<file path="config.mk">
export PLATFORM = sky130hd
export DESIGN_NAME = power_level_governor_flat
export DESIGN_NICKNAME = d
export VERILOG_FILES = /design/src/hw/rtl/plg_pkg.sv /design/src/hw/rtl/plg_if.sv /design/src/hw/rtl/plg_cfg_regs.sv /design/src/hw/rtl/plg_step.sv /design/src/hw/rtl/power_level_governor.sv /design/src/flat_wrapper.sv
export SDC_FILE = /design/constraint.sdc
export NUM_CORES = 1
export LEC_CHECK = 0
export ABC_AREA = 0
export BUFFER_PORTS_ARGS = -buffer_cell sky130_fd_sc_hd__buf_2
export CORE_MARGIN = 5
export CORE_UTILIZATION = 55
export DETAILED_ROUTE_END_ITERATION = 16
export MAX_ROUTING_LAYER = met4
export PLACE_DENSITY = 0.81
export SYNTH_ARGS = -nofsm -noshare
export SYNTH_HDL_FRONTEND = slang
export SYNTH_SLANG_ARGS = --single-unit
</file>
<file path="constraint.sdc">
create_clock -name clk_i -period 11.5 [get_ports clk_i]
set_clock_uncertainty 0.15 [all_clocks]
set_input_delay 3.45 -clock clk_i [delete_from_list [all_inputs] [get_ports clk_i]]
set_output_delay 3.45 -clock clk_i [all_outputs]
set_load 0.01 [all_outputs]
</file>
<file path="src/hw/rtl/plg_pkg.sv">
// Package for the power level governor: level codes, configuration
// register indexes, result tables and the structs passed between modules.
// No dependencies.
`timescale 1ns / 1ps

package plg_pkg;

  // Level encoding: 0 long idle, 1 short idle, 2 keys active,
  // 3 pointer active, 4 charging.
  typedef logic [2:0] level_t;

  localparam int unsigned NumLevels = 5;
  localparam level_t LvlLongIdle      = 3'd0;
  localparam level_t LvlShortIdle     = 3'd1;
  localparam level_t LvlKeysActive    = 3'd2;
  localparam level_t LvlPointerActive = 3'd3;
  localparam level_t LvlCharging      = 3'd4;

  localparam int unsigned TimeW  = 32;
  localparam int unsigned ScanW  = 15;
  localparam int unsigned LinkW  = 10;
  localparam int unsigned CfgIdxW = 3;
  localparam int unsigned CfgDataW = 32;

  // Configuration register indexes.
  typedef enum logic [CfgIdxW-1:0] {
    CfgDwellShortIdle    = 3'd0,
    CfgDwellKeysActive   = 3'd1,
    CfgDwellPointerActive = 3'd2,
    CfgDwellCharging     = 3'd3,
    CfgSleepLevelMask    = 3'd4
  } cfg_idx_e;

  localparam logic [TimeW-1:0] DwellShortIdleRst    = 32'd120000000;
  localparam logic [TimeW-1:0] DwellKeysActiveRst   = 32'd420000000;
  localparam logic [TimeW-1:0] DwellPointerActiveRst = 32'd120000000;
  localparam logic [TimeW-1:0] DwellChargingRst     = 32'd60000000;
  localparam logic [NumLevels-1:0] SleepLevelMaskRst = 5'd7;

  // Register bank contents; dwell[n] belongs to level n+1.
  typedef struct packed {
    logic [3:0][TimeW-1:0] dwell;
    logic [NumLevels-1:0]  sleep_mask;
  } cfg_t;

  // One request item.
  typedef struct packed {
    level_t           wanted_level;
    logic [TimeW-1:0] now_us;
    logic             charger_present;
  } req_t;

  // Governor state.
  typedef struct packed {
    level_t           level;
    logic [TimeW-1:0] last_change;
  } state_t;

  // One result item.
  typedef struct packed {
    level_t           level;
    logic             level_changed;
    logic [ScanW-1:0] scan_period_us;
    logic [LinkW-1:0] link_interval;
    logic             sleep_enable;
    logic             rapid_rise_wait;
  } res_t;

  // Scan interval per level: table value (25000, 5000, 2000) times 5/6.
  function automatic logic [ScanW-1:0] scan_period(input level_t lvl);
    logic [ScanW-1:0] val;
    unique case (lvl)
      LvlLongIdle:                                 val = 15'd20833;
      LvlShortIdle, LvlKeysActive, LvlPointerActive: val = 15'd4166;
      default:                                     val = 15'd1666;
    endcase
    return val;
  endfunction

  // Radio connection interval per level, in 1.25 ms units.
  function automatic logic [LinkW-1:0] link_interval(input level_t lvl);
    logic [LinkW-1:0] val;
    unique case (lvl)
      LvlLongIdle:   val = 10'd800;
      LvlShortIdle:  val = 10'd32;
      LvlKeysActive: val = 10'd20;
      default:       val = 10'd10;
    endcase
    return val;
  endfunction

endpackage

</file>
<file path="src/hw/rtl/plg_if.sv">
// Channel interfaces of the power level governor: request and result.
// Depends on plg_pkg.
`timescale 1ns / 1ps

interface plg_req_if;
  logic                     valid;
  logic                     ready;
  plg_pkg::level_t          wanted_level;
  logic [plg_pkg::TimeW-1:0] now_us;
  logic                     charger_present;

  modport source (output valid, wanted_level, now_us, charger_present, input ready);
  modport sink   (input valid, wanted_level, now_us, charger_present, output ready);
endinterface

interface plg_res_if;
  logic                     valid;
  logic                     ready;
  plg_pkg::level_t          level;
  logic                     level_changed;
  logic [plg_pkg::ScanW-1:0] scan_period_us;
  logic [plg_pkg::LinkW-1:0] link_interval;
  logic                     sleep_enable;
  logic                     rapid_rise_wait;

  modport source (output valid, level, level_changed, scan_period_us, link_interval,
                  sleep_enable, rapid_rise_wait, input ready);
  modport sink   (input valid, level, level_changed, scan_period_us, link_interval,
                  sleep_enable, rapid_rise_wait, output ready);
endinterface

</file>
<file path="src/hw/rtl/plg_cfg_regs.sv">
// Configuration register bank of the power level governor: four dwell
// times and the light-sleep level mask. Depends on plg_pkg.
`timescale 1ns / 1ps

module plg_cfg_regs (
  input  logic                         clk_i,
  input  logic                         rst_ni,
  input  logic                         cfg_we_i,
  input  logic [plg_pkg::CfgIdxW-1:0]  cfg_idx_i,
  input  logic [plg_pkg::CfgDataW-1:0] cfg_wdata_i,
  output plg_pkg::cfg_t                cfg_o
);

  plg_pkg::cfg_t cfg_q, cfg_d;

  // Decode the write; indexes beyond the list are ignored.
  always_comb begin
    cfg_d = cfg_q;
    if (cfg_we_i) begin
      unique case (cfg_idx_i)
        plg_pkg::CfgDwellShortIdle:     cfg_d.dwell[0] = cfg_wdata_i;
        plg_pkg::CfgDwellKeysActive:    cfg_d.dwell[1] = cfg_wdata_i;
        plg_pkg::CfgDwellPointerActive: cfg_d.dwell[2] = cfg_wdata_i;
        plg_pkg::CfgDwellCharging:      cfg_d.dwell[3] = cfg_wdata_i;
        plg_pkg::CfgSleepLevelMask:
          cfg_d.sleep_mask = cfg_wdata_i[plg_pkg::NumLevels-1:0];
        default: ;
      endcase
    end
  end

  always_ff @(posedge clk_i or negedge rst_ni) begin
    if (!rst_ni) begin
      cfg_q.dwell[0]    <= plg_pkg::DwellShortIdleRst;
      cfg_q.dwell[1]    <= plg_pkg::DwellKeysActiveRst;
      cfg_q.dwell[2]    <= plg_pkg::DwellPointerActiveRst;
      cfg_q.dwell[3]    <= plg_pkg::DwellChargingRst;
      cfg_q.sleep_mask  <= plg_pkg::SleepLevelMaskRst;
    end else begin
      cfg_q <= cfg_d;
    end
  end

  assign cfg_o = cfg_q;

endmodule

</file>
<file path="src/hw/rtl/plg_step.sv">
// Decision logic of the power level governor: from one registered request,
// the current state and the configuration, the next state and the result.
// Depends on plg_pkg.
`timescale 1ns / 1ps

module plg_step (
  input  plg_pkg::req_t   req_i,
  input  plg_pkg::state_t state_i,
  input  plg_pkg::cfg_t   cfg_i,
  output plg_pkg::state_t state_o,
  output plg_pkg::res_t   res_o
);

  plg_pkg::level_t             wanted;
  plg_pkg::level_t             cur;
  plg_pkg::level_t             target;
  plg_pkg::level_t             next_lvl;
  logic                        step_down;
  logic                        rise;
  logic                        timed_out;
  logic                        changed;
  logic [plg_pkg::TimeW-1:0]   elapsed;
  logic [plg_pkg::TimeW-1:0]   dwell;
  logic [1:0]                  dwell_sel;

  assign cur = state_i.level;

  // Saturate the wanted level to charging.
  assign wanted = (req_i.wanted_level > plg_pkg::LvlCharging) ? plg_pkg::LvlCharging
                                                              : req_i.wanted_level;

  // A lower request asks for one step down; charging forces the top level.
  assign step_down = !req_i.charger_present && (wanted < cur);
  always_comb begin
    if (req_i.charger_present) begin
      target = plg_pkg::LvlCharging;
    end else if (step_down) begin
      target = cur - 3'd1;
    end else begin
      target = wanted;
    end
  end

  // Dwell check only matters on a step down, where the time was not restamped.
  // A step down implies the current level is at least one.
  assign dwell_sel = 2'(cur - 3'd1);
  assign dwell     = cfg_i.dwell[dwell_sel];
  assign elapsed   = req_i.now_us - state_i.last_change;
  assign timed_out = step_down && (cur != plg_pkg::LvlLongIdle) && (elapsed > dwell);

  assign rise     = target > cur;
  assign changed  = rise || timed_out;
  assign next_lvl = changed ? target : cur;

  // Time is stamped on every request except a step down still waiting.
  assign state_o.level       = next_lvl;
  assign state_o.last_change = (step_down && !timed_out) ? state_i.last_change
                                                         : req_i.now_us;

  // Result fields for the level in force.
  assign res_o.level           = next_lvl;
  assign res_o.level_changed   = changed;
  assign res_o.scan_period_us  = plg_pkg::scan_period(next_lvl);
  assign res_o.link_interval   = plg_pkg::link_interval(next_lvl);
  assign res_o.sleep_enable    = cfg_i.sleep_mask[next_lvl];
  assign res_o.rapid_rise_wait = !req_i.charger_present &&
      ((cur == plg_pkg::LvlShortIdle && target == plg_pkg::LvlPointerActive) ||
       (cur == plg_pkg::LvlLongIdle && target >= plg_pkg::LvlKeysActive));

endmodule

</file>
<file path="src/hw/rtl/power_level_governor.sv">
// Top level of the power level governor: input register, decision logic,
// state and result register. Depends on plg_pkg, plg_if, plg_cfg_regs and
// plg_step.
//
// Usage: each request item on req_i carries the wanted level, a wrapping
// microsecond timestamp and the charger pin; each request gives exactly one
// result item on res_o with the level in force and its scan interval, radio
// interval, light-sleep enable and rapid-rise wait flag.
// The configuration port writes one register per cycle with cfg_we_i high:
// index 0..3 are the dwell times of levels 1..4, index 4 the sleep mask;
// other indexes are ignored. Write it only while no request is in flight.
// An accepted request is held in the input register, then decided and its result
// is held in the result register until the receiver takes it.
// Throughput: one item per cycle while the receiver keeps res_o.ready high;
// the level and timestamp registers are updated in the same cycle the
// decision is made, so back-to-back requests see each other's effect.
// Reset puts the governor in long idle with a zero timestamp and loads the
// default dwell times and sleep mask; both stages come up empty.
// When the receiver stalls, the result register holds its item and the
// input register keeps one more; req_i.ready drops once both are full.
`timescale 1ns / 1ps

module power_level_governor (
  input  logic                         clk_i,
  input  logic                         rst_ni,
  plg_req_if.sink                      req_i,
  plg_res_if.source                    res_o,
  input  logic                         cfg_we_i,
  input  logic [plg_pkg::CfgIdxW-1:0]  cfg_idx_i,
  input  logic [plg_pkg::CfgDataW-1:0] cfg_wdata_i
);

  plg_pkg::cfg_t   cfg;
  plg_pkg::req_t   in_q, in_d;
  logic            in_vld_q, in_vld_d;
  plg_pkg::state_t st_q, st_d, st_next;
  plg_pkg::res_t   out_q, out_d, step_res;
  logic            out_vld_q, out_vld_d;
  logic            out_adv;
  logic            in_rdy;

  plg_cfg_regs u_cfg (
    .clk_i       (clk_i),
    .rst_ni      (rst_ni),
    .cfg_we_i    (cfg_we_i),
    .cfg_idx_i   (cfg_idx_i),
    .cfg_wdata_i (cfg_wdata_i),
    .cfg_o       (cfg)
  );

  plg_step u_step (
    .req_i   (in_q),
    .state_i (st_q),
    .cfg_i   (cfg),
    .state_o (st_next),
    .res_o   (step_res)
  );

  // Pipeline flow control.
  assign out_adv = !out_vld_q || res_o.ready;
  assign in_rdy  = !in_vld_q || out_adv;
  assign req_i.ready = in_rdy;

  // Input register loads a new item whenever it is free or draining.
  always_comb begin
    in_vld_d = in_rdy ? req_i.valid : in_vld_q;
    in_d     = in_q;
    if (in_rdy && req_i.valid) begin
      in_d.wanted_level    = req_i.wanted_level;
      in_d.now_us          = req_i.now_us;
      in_d.charger_present = req_i.charger_present;
    end
  end

  // State and result register advance together with the decided item.
  always_comb begin
    st_d      = st_q;
    out_d     = out_q;
    out_vld_d = out_vld_q;
    if (out_adv) begin
      out_vld_d = in_vld_q;
      if (in_vld_q) begin
        st_d  = st_next;
        out_d = step_res;
      end
    end
  end

  always_ff @(posedge clk_i or negedge rst_ni) begin
    if (!rst_ni) begin
      in_vld_q          <= 1'b0;
      out_vld_q         <= 1'b0;
      st_q.level        <= plg_pkg::LvlLongIdle;
      st_q.last_change  <= '0;
    end else begin
      in_vld_q  <= in_vld_d;
      out_vld_q <= out_vld_d;
      st_q      <= st_d;
    end
  end

  // Payload registers.
  always_ff @(posedge clk_i) begin
    in_q  <= in_d;
    out_q <= out_d;
  end

  assign res_o.valid           = out_vld_q;
  assign res_o.level           = out_q.level;
  assign res_o.level_changed   = out_q.level_changed;
  assign res_o.scan_period_us  = out_q.scan_period_us;
  assign res_o.link_interval   = out_q.link_interval;
  assign res_o.sleep_enable    = out_q.sleep_enable;
  assign res_o.rapid_rise_wait = out_q.rapid_rise_wait;

endmodule

</file>
<file path="src/flat_wrapper.sv">
// flat-port wrapper written by rule: the top's interface ports become plain ports
module power_level_governor_flat 
  (clk_i, rst_ni, cfg_we_i, cfg_idx_i, cfg_wdata_i, req_i_valid, req_i_wanted_level, req_i_now_us, req_i_charger_present, req_i_ready, res_o_valid, res_o_level, res_o_level_changed, res_o_scan_period_us, res_o_link_interval, res_o_sleep_enable, res_o_rapid_rise_wait, res_o_ready);
  plg_req_if req_i_i ();
  plg_res_if res_o_i ();
  input  logic clk_i;
  input  logic rst_ni;
  input  logic cfg_we_i;
  input  logic [plg_pkg::CfgIdxW-1:0] cfg_idx_i;
  input  logic [plg_pkg::CfgDataW-1:0] cfg_wdata_i;
  input wire logic [$bits(req_i_i.valid)-1:0] req_i_valid;
  input wire logic [$bits(req_i_i.wanted_level)-1:0] req_i_wanted_level;
  input wire logic [$bits(req_i_i.now_us)-1:0] req_i_now_us;
  input wire logic [$bits(req_i_i.charger_present)-1:0] req_i_charger_present;
  output wire logic [$bits(req_i_i.ready)-1:0] req_i_ready;
  output wire logic [$bits(res_o_i.valid)-1:0] res_o_valid;
  output wire logic [$bits(res_o_i.level)-1:0] res_o_level;
  output wire logic [$bits(res_o_i.level_changed)-1:0] res_o_level_changed;
  output wire logic [$bits(res_o_i.scan_period_us)-1:0] res_o_scan_period_us;
  output wire logic [$bits(res_o_i.link_interval)-1:0] res_o_link_interval;
  output wire logic [$bits(res_o_i.sleep_enable)-1:0] res_o_sleep_enable;
  output wire logic [$bits(res_o_i.rapid_rise_wait)-1:0] res_o_rapid_rise_wait;
  input wire logic [$bits(res_o_i.ready)-1:0] res_o_ready;
  assign req_i_i.valid = req_i_valid;
  assign req_i_i.wanted_level = req_i_wanted_level;
  assign req_i_i.now_us = req_i_now_us;
  assign req_i_i.charger_present = req_i_charger_present;
  assign req_i_ready = req_i_i.ready;
  assign res_o_valid = res_o_i.valid;
  assign res_o_level = res_o_i.level;
  assign res_o_level_changed = res_o_i.level_changed;
  assign res_o_scan_period_us = res_o_i.scan_period_us;
  assign res_o_link_interval = res_o_i.link_interval;
  assign res_o_sleep_enable = res_o_i.sleep_enable;
  assign res_o_rapid_rise_wait = res_o_i.rapid_rise_wait;
  assign res_o_i.ready = res_o_ready;
  power_level_governor u_core (.clk_i(clk_i), .rst_ni(rst_ni), .req_i(req_i_i), .res_o(res_o_i), .cfg_we_i(cfg_we_i), .cfg_idx_i(cfg_idx_i), .cfg_wdata_i(cfg_wdata_i));
endmodule
</file>
==> key figures <==
Synth
  – Yosys top cell by area: dfrtp_1
  – Area share of the largest cell type after synthesis: 0.2792
  – Cell with the most instances after synthesis: mux2_2
  – Prevailing post-synth register cell: dfrtp_1
  – Sequential-to-total area share from yosys stat: 0.5022
  – Unique masters post-synth: 74
  – Syn_area_per_cell: 12.47 um^2
  – Synth area leaders: dfrtp_1, mux2_2, edfxtp_1, dfstp_2, ha_1
  – EDFF count, synth: 50
  – Number of synthesized register bits: 220
  – Mapped Cells: 927
  – Fraction of registers with async set or reset after synthesis: 0.7727
  – Commonest cells in the netlist: mux2_2, dfrtp_1, inv_1, ha_1, nand2_1
  – YS warnings: 0
  – Post-Syn Area: 11560 um^2

Global route
  – GR Overflow Total: 0
  – Largest net degree at the start of global routing: 90
  – Wire length of the first global-routing pass: 38640 um
  – Vias in the first global route: 7740
  – Initial antenna violation count: 4
  – GRT Overall Usage: 0.2010

CTS
  – Cts hold-fix bufs: 0
  – Clk Latency, worst-skew pair: 0.51 ns
  – Root Buffer: clkbuf_16
  – H-tree Lvls: 1
  – Clock buffer depth: 3
  – CTS tree: yes
  – Post-CTS setup buffer count: 0
  – Cts bufs inserted: 24
  – Clock sink count: 220
  – Clock-pin transition on the worst setup and hold timing paths: 0.06 ns
  – Post_cts resized: 0

Cells and area
  – Share of layout cells above drive strength 1: 0.3704
  – Final #Nets: 1172
  – Final core occ: 0.6271
  – P&R area growth vs syn: 13.28%

Die
  – Die area: 24030 um^2
  – Die X: 155 um
  – Die Span Y: 155 um
  – Core area: 20890 um^2
  – Initial Utilization: 0.5536
  – Rows: 53
  – I/O pin count: 109

STA
  – Max Clk Rate: 133.8 MHz
  – Setup Viol. Count Final: 0
  – Rel. slew slack: 0.2838
  – Max-slew violation count: 0
  – Worst slew pin tran: 1.074 ns
  – Final period util: 0.6498
  – Fin crit period: 7.473 ns
  – Setup TNS: 0 ns
  – RSZ-0062 raised after global routing: false
  – Setup ws final: 4.027 ns
  – Hold slack: 0.3476 ns
  – Final hold vios: 0

Routing
  – Routed WL per cell: 17.52 um
  – Total wire length: 23150 um
  – Residual DRC: 0
  – Post-route ant nets: 0
  – Via Count: 7307
  – 1st-pass router iterations: 4
  – DRT iter0 DRCs: 392
  – Vias/cell: 5.531

Placement
  – IO Port Bufs: 101
  – HPWL after DPL: 15940 um
  – GP Congestion: 0.8746
  – Pre-CTS WS: 4.023 ns

Power
  – Clock power frac: 0.208
  – Cell-internal power: 2328 uW
  – Peak supply drop: 0.1420 mV
  – Switching part of the total: 0.3701
  – Switching Power: 1368 uW
  – LEAKAGE: 0.005684 uW
  – Comb pwr share: 0.489
  – Pwr Density: 282.1 nW/um^2
  – Pwr Total: 3696 uW
  – Flop pwr share: 0.304

Critical path
  – FF-to-FF path depth: 24
  – R2r endpoint: u_core.res_o.sleep_enable$_DFFE_PP_
  – Capture point of the critical path: req_i_ready
  – WS Path Type: in2out
  – Buf/Inv on CP: 2
  – Worst stage delay on the critical path: 0.17 ns
  – Cell family with most CP delay: buffers and inverters
  – CP max FO: 3
  – Crit-path slowest cell: nand3b_1
  – CP cell instances: buf_2, nand3b_1, buf_2
  – Reg-to-reg slack, setup: 5.33 ns
  – CP Data Arrival Time: 3.87 ns
  – Top cell by count, worst path: buf_2
  – CP endpoint kind: output port
  – FF-to-FF Start: u_core.in_q[1]$_DFFE_PP_
  – Req. time, crit path: 7.90 ns
  – Levels on crit path: 3
  – CP Launch Type: input pin
  – Setup crit start: res_o_ready

Hold path
  – Min-delay worst type: reg2reg
  – Min-Delay Path Depth: 1

Outcome
  – Status: finished clean

Flow run
  – Max-cap violation count: 0
how the worst min path moves through the flow:
stage | end | start | slack [ns]
finish | u_core.res_o.valid$_DFFE_PN0N_ | u_core.in_vld_q$_DFFE_PN0N_ | 0.35
global route | u_core.u_cfg.cfg_o[27]$_DFFE_PN0P_ | u_core.u_cfg.cfg_o[27]$_DFFE_PN0P_ | 0.36
floorplan | u_core.st_q[10]$_DFFE_PN0P_ | u_core.in_q[11]$_DFFE_PP_ | 0.31
CTS | u_core.res_o.valid$_DFFE_PN0N_ | u_core.in_vld_q$_DFFE_PN0N_ | 0.35
detailed placement | u_core.st_q[29]$_DFFE_PN0P_ | u_core.in_q[30]$_DFFE_PP_ | 0.33
global placement | u_core.res_o.valid$_DFFE_PN0N_ | u_core.in_vld_q$_DFFE_PN0N_ | 0.32
per-layer routing:
layer / vias to the layer above / wire length (um) / global-route usage
met5: - / 0 / -
met1: 3632 / 10260 / 0.2574
met4: 0 / 465 / 0.04542
met2: 119 / 11360 / 0.3382
met3: 31 / 1063 / 0.03533
li1: 3525 / - / -
area by class of cell:
cell class                 instances  area [um^2]
clock buffer                      38        744.5
antenna                            4        10.01
fill                            1582         7790
tap                              275        344.1
multi-input combinational        586         5249
sequential                       220         5808
inverter                          83        311.5
timing repair buffer             109        571.8
clock inverter                     6        60.06
placed cells by master (no fill, tap or decap), types with 40 or more instances in the layout:
master and n:
a21oi_1 40, ha_1 71, mux2_2 136, edfxtp_1 50, dfstp_2 41, dfrtp_1 128, nand2_1 58, buf_2 100
inv_1 82, o21ai_0 56
power by group through the flow:
stage / clock, uW / combinational (uW) / sequential (uW)
finish: 768 / 1810 / 1120
global route: 815 / 2030 / 1140
CTS: 779 / 1810 / 1120
detailed placement: 0 / 1780 / 1140
global placement: 0 / 1710 / 1120
floorplan: 0 / 1400 / 1120
registers in the layout, summed over array words and instances (netlist names):
register	cells
u_core.u_cfg.cfg_o	133
u_core.in_q	36
u_core.st_q	35
u_core.res_o.scan_period_us	5
u_core.res_o.link_interval	4
u_core.res_o.level	2
u_core.in_vld_q	1
u_core.res_o.level_changed	1
u_core.res_o.rapid_rise_wait	1
u_core.res_o.sleep_enable	1
u_core.res_o.valid	1
cells by family after synthesis:
| family | share of synthesized area |
|---|---|
| simple gates | 0.06698 |
| flops | 0.5022 |
| other cells | 0.0003243 |
| mux | 0.2009 |
| fa+ha+maj | 0.07855 |
| buf+inv | 0.04750 |
| compound gates | 0.08310 |
| xor+xnor | 0.02045 |
metrics by stage:
| step | cell area, um^2 | instances |
|---|---|---|
| CTS | 13090 | 1317 |
| detailed placement | 12280 | 1273 |
| finish | 13100 | 1321 |
| global route | 13100 | 1321 |
| global placement | 12280 | 1273 |
| floorplan | 11590 | 933 |
Power figures use the tool's default switching activity.
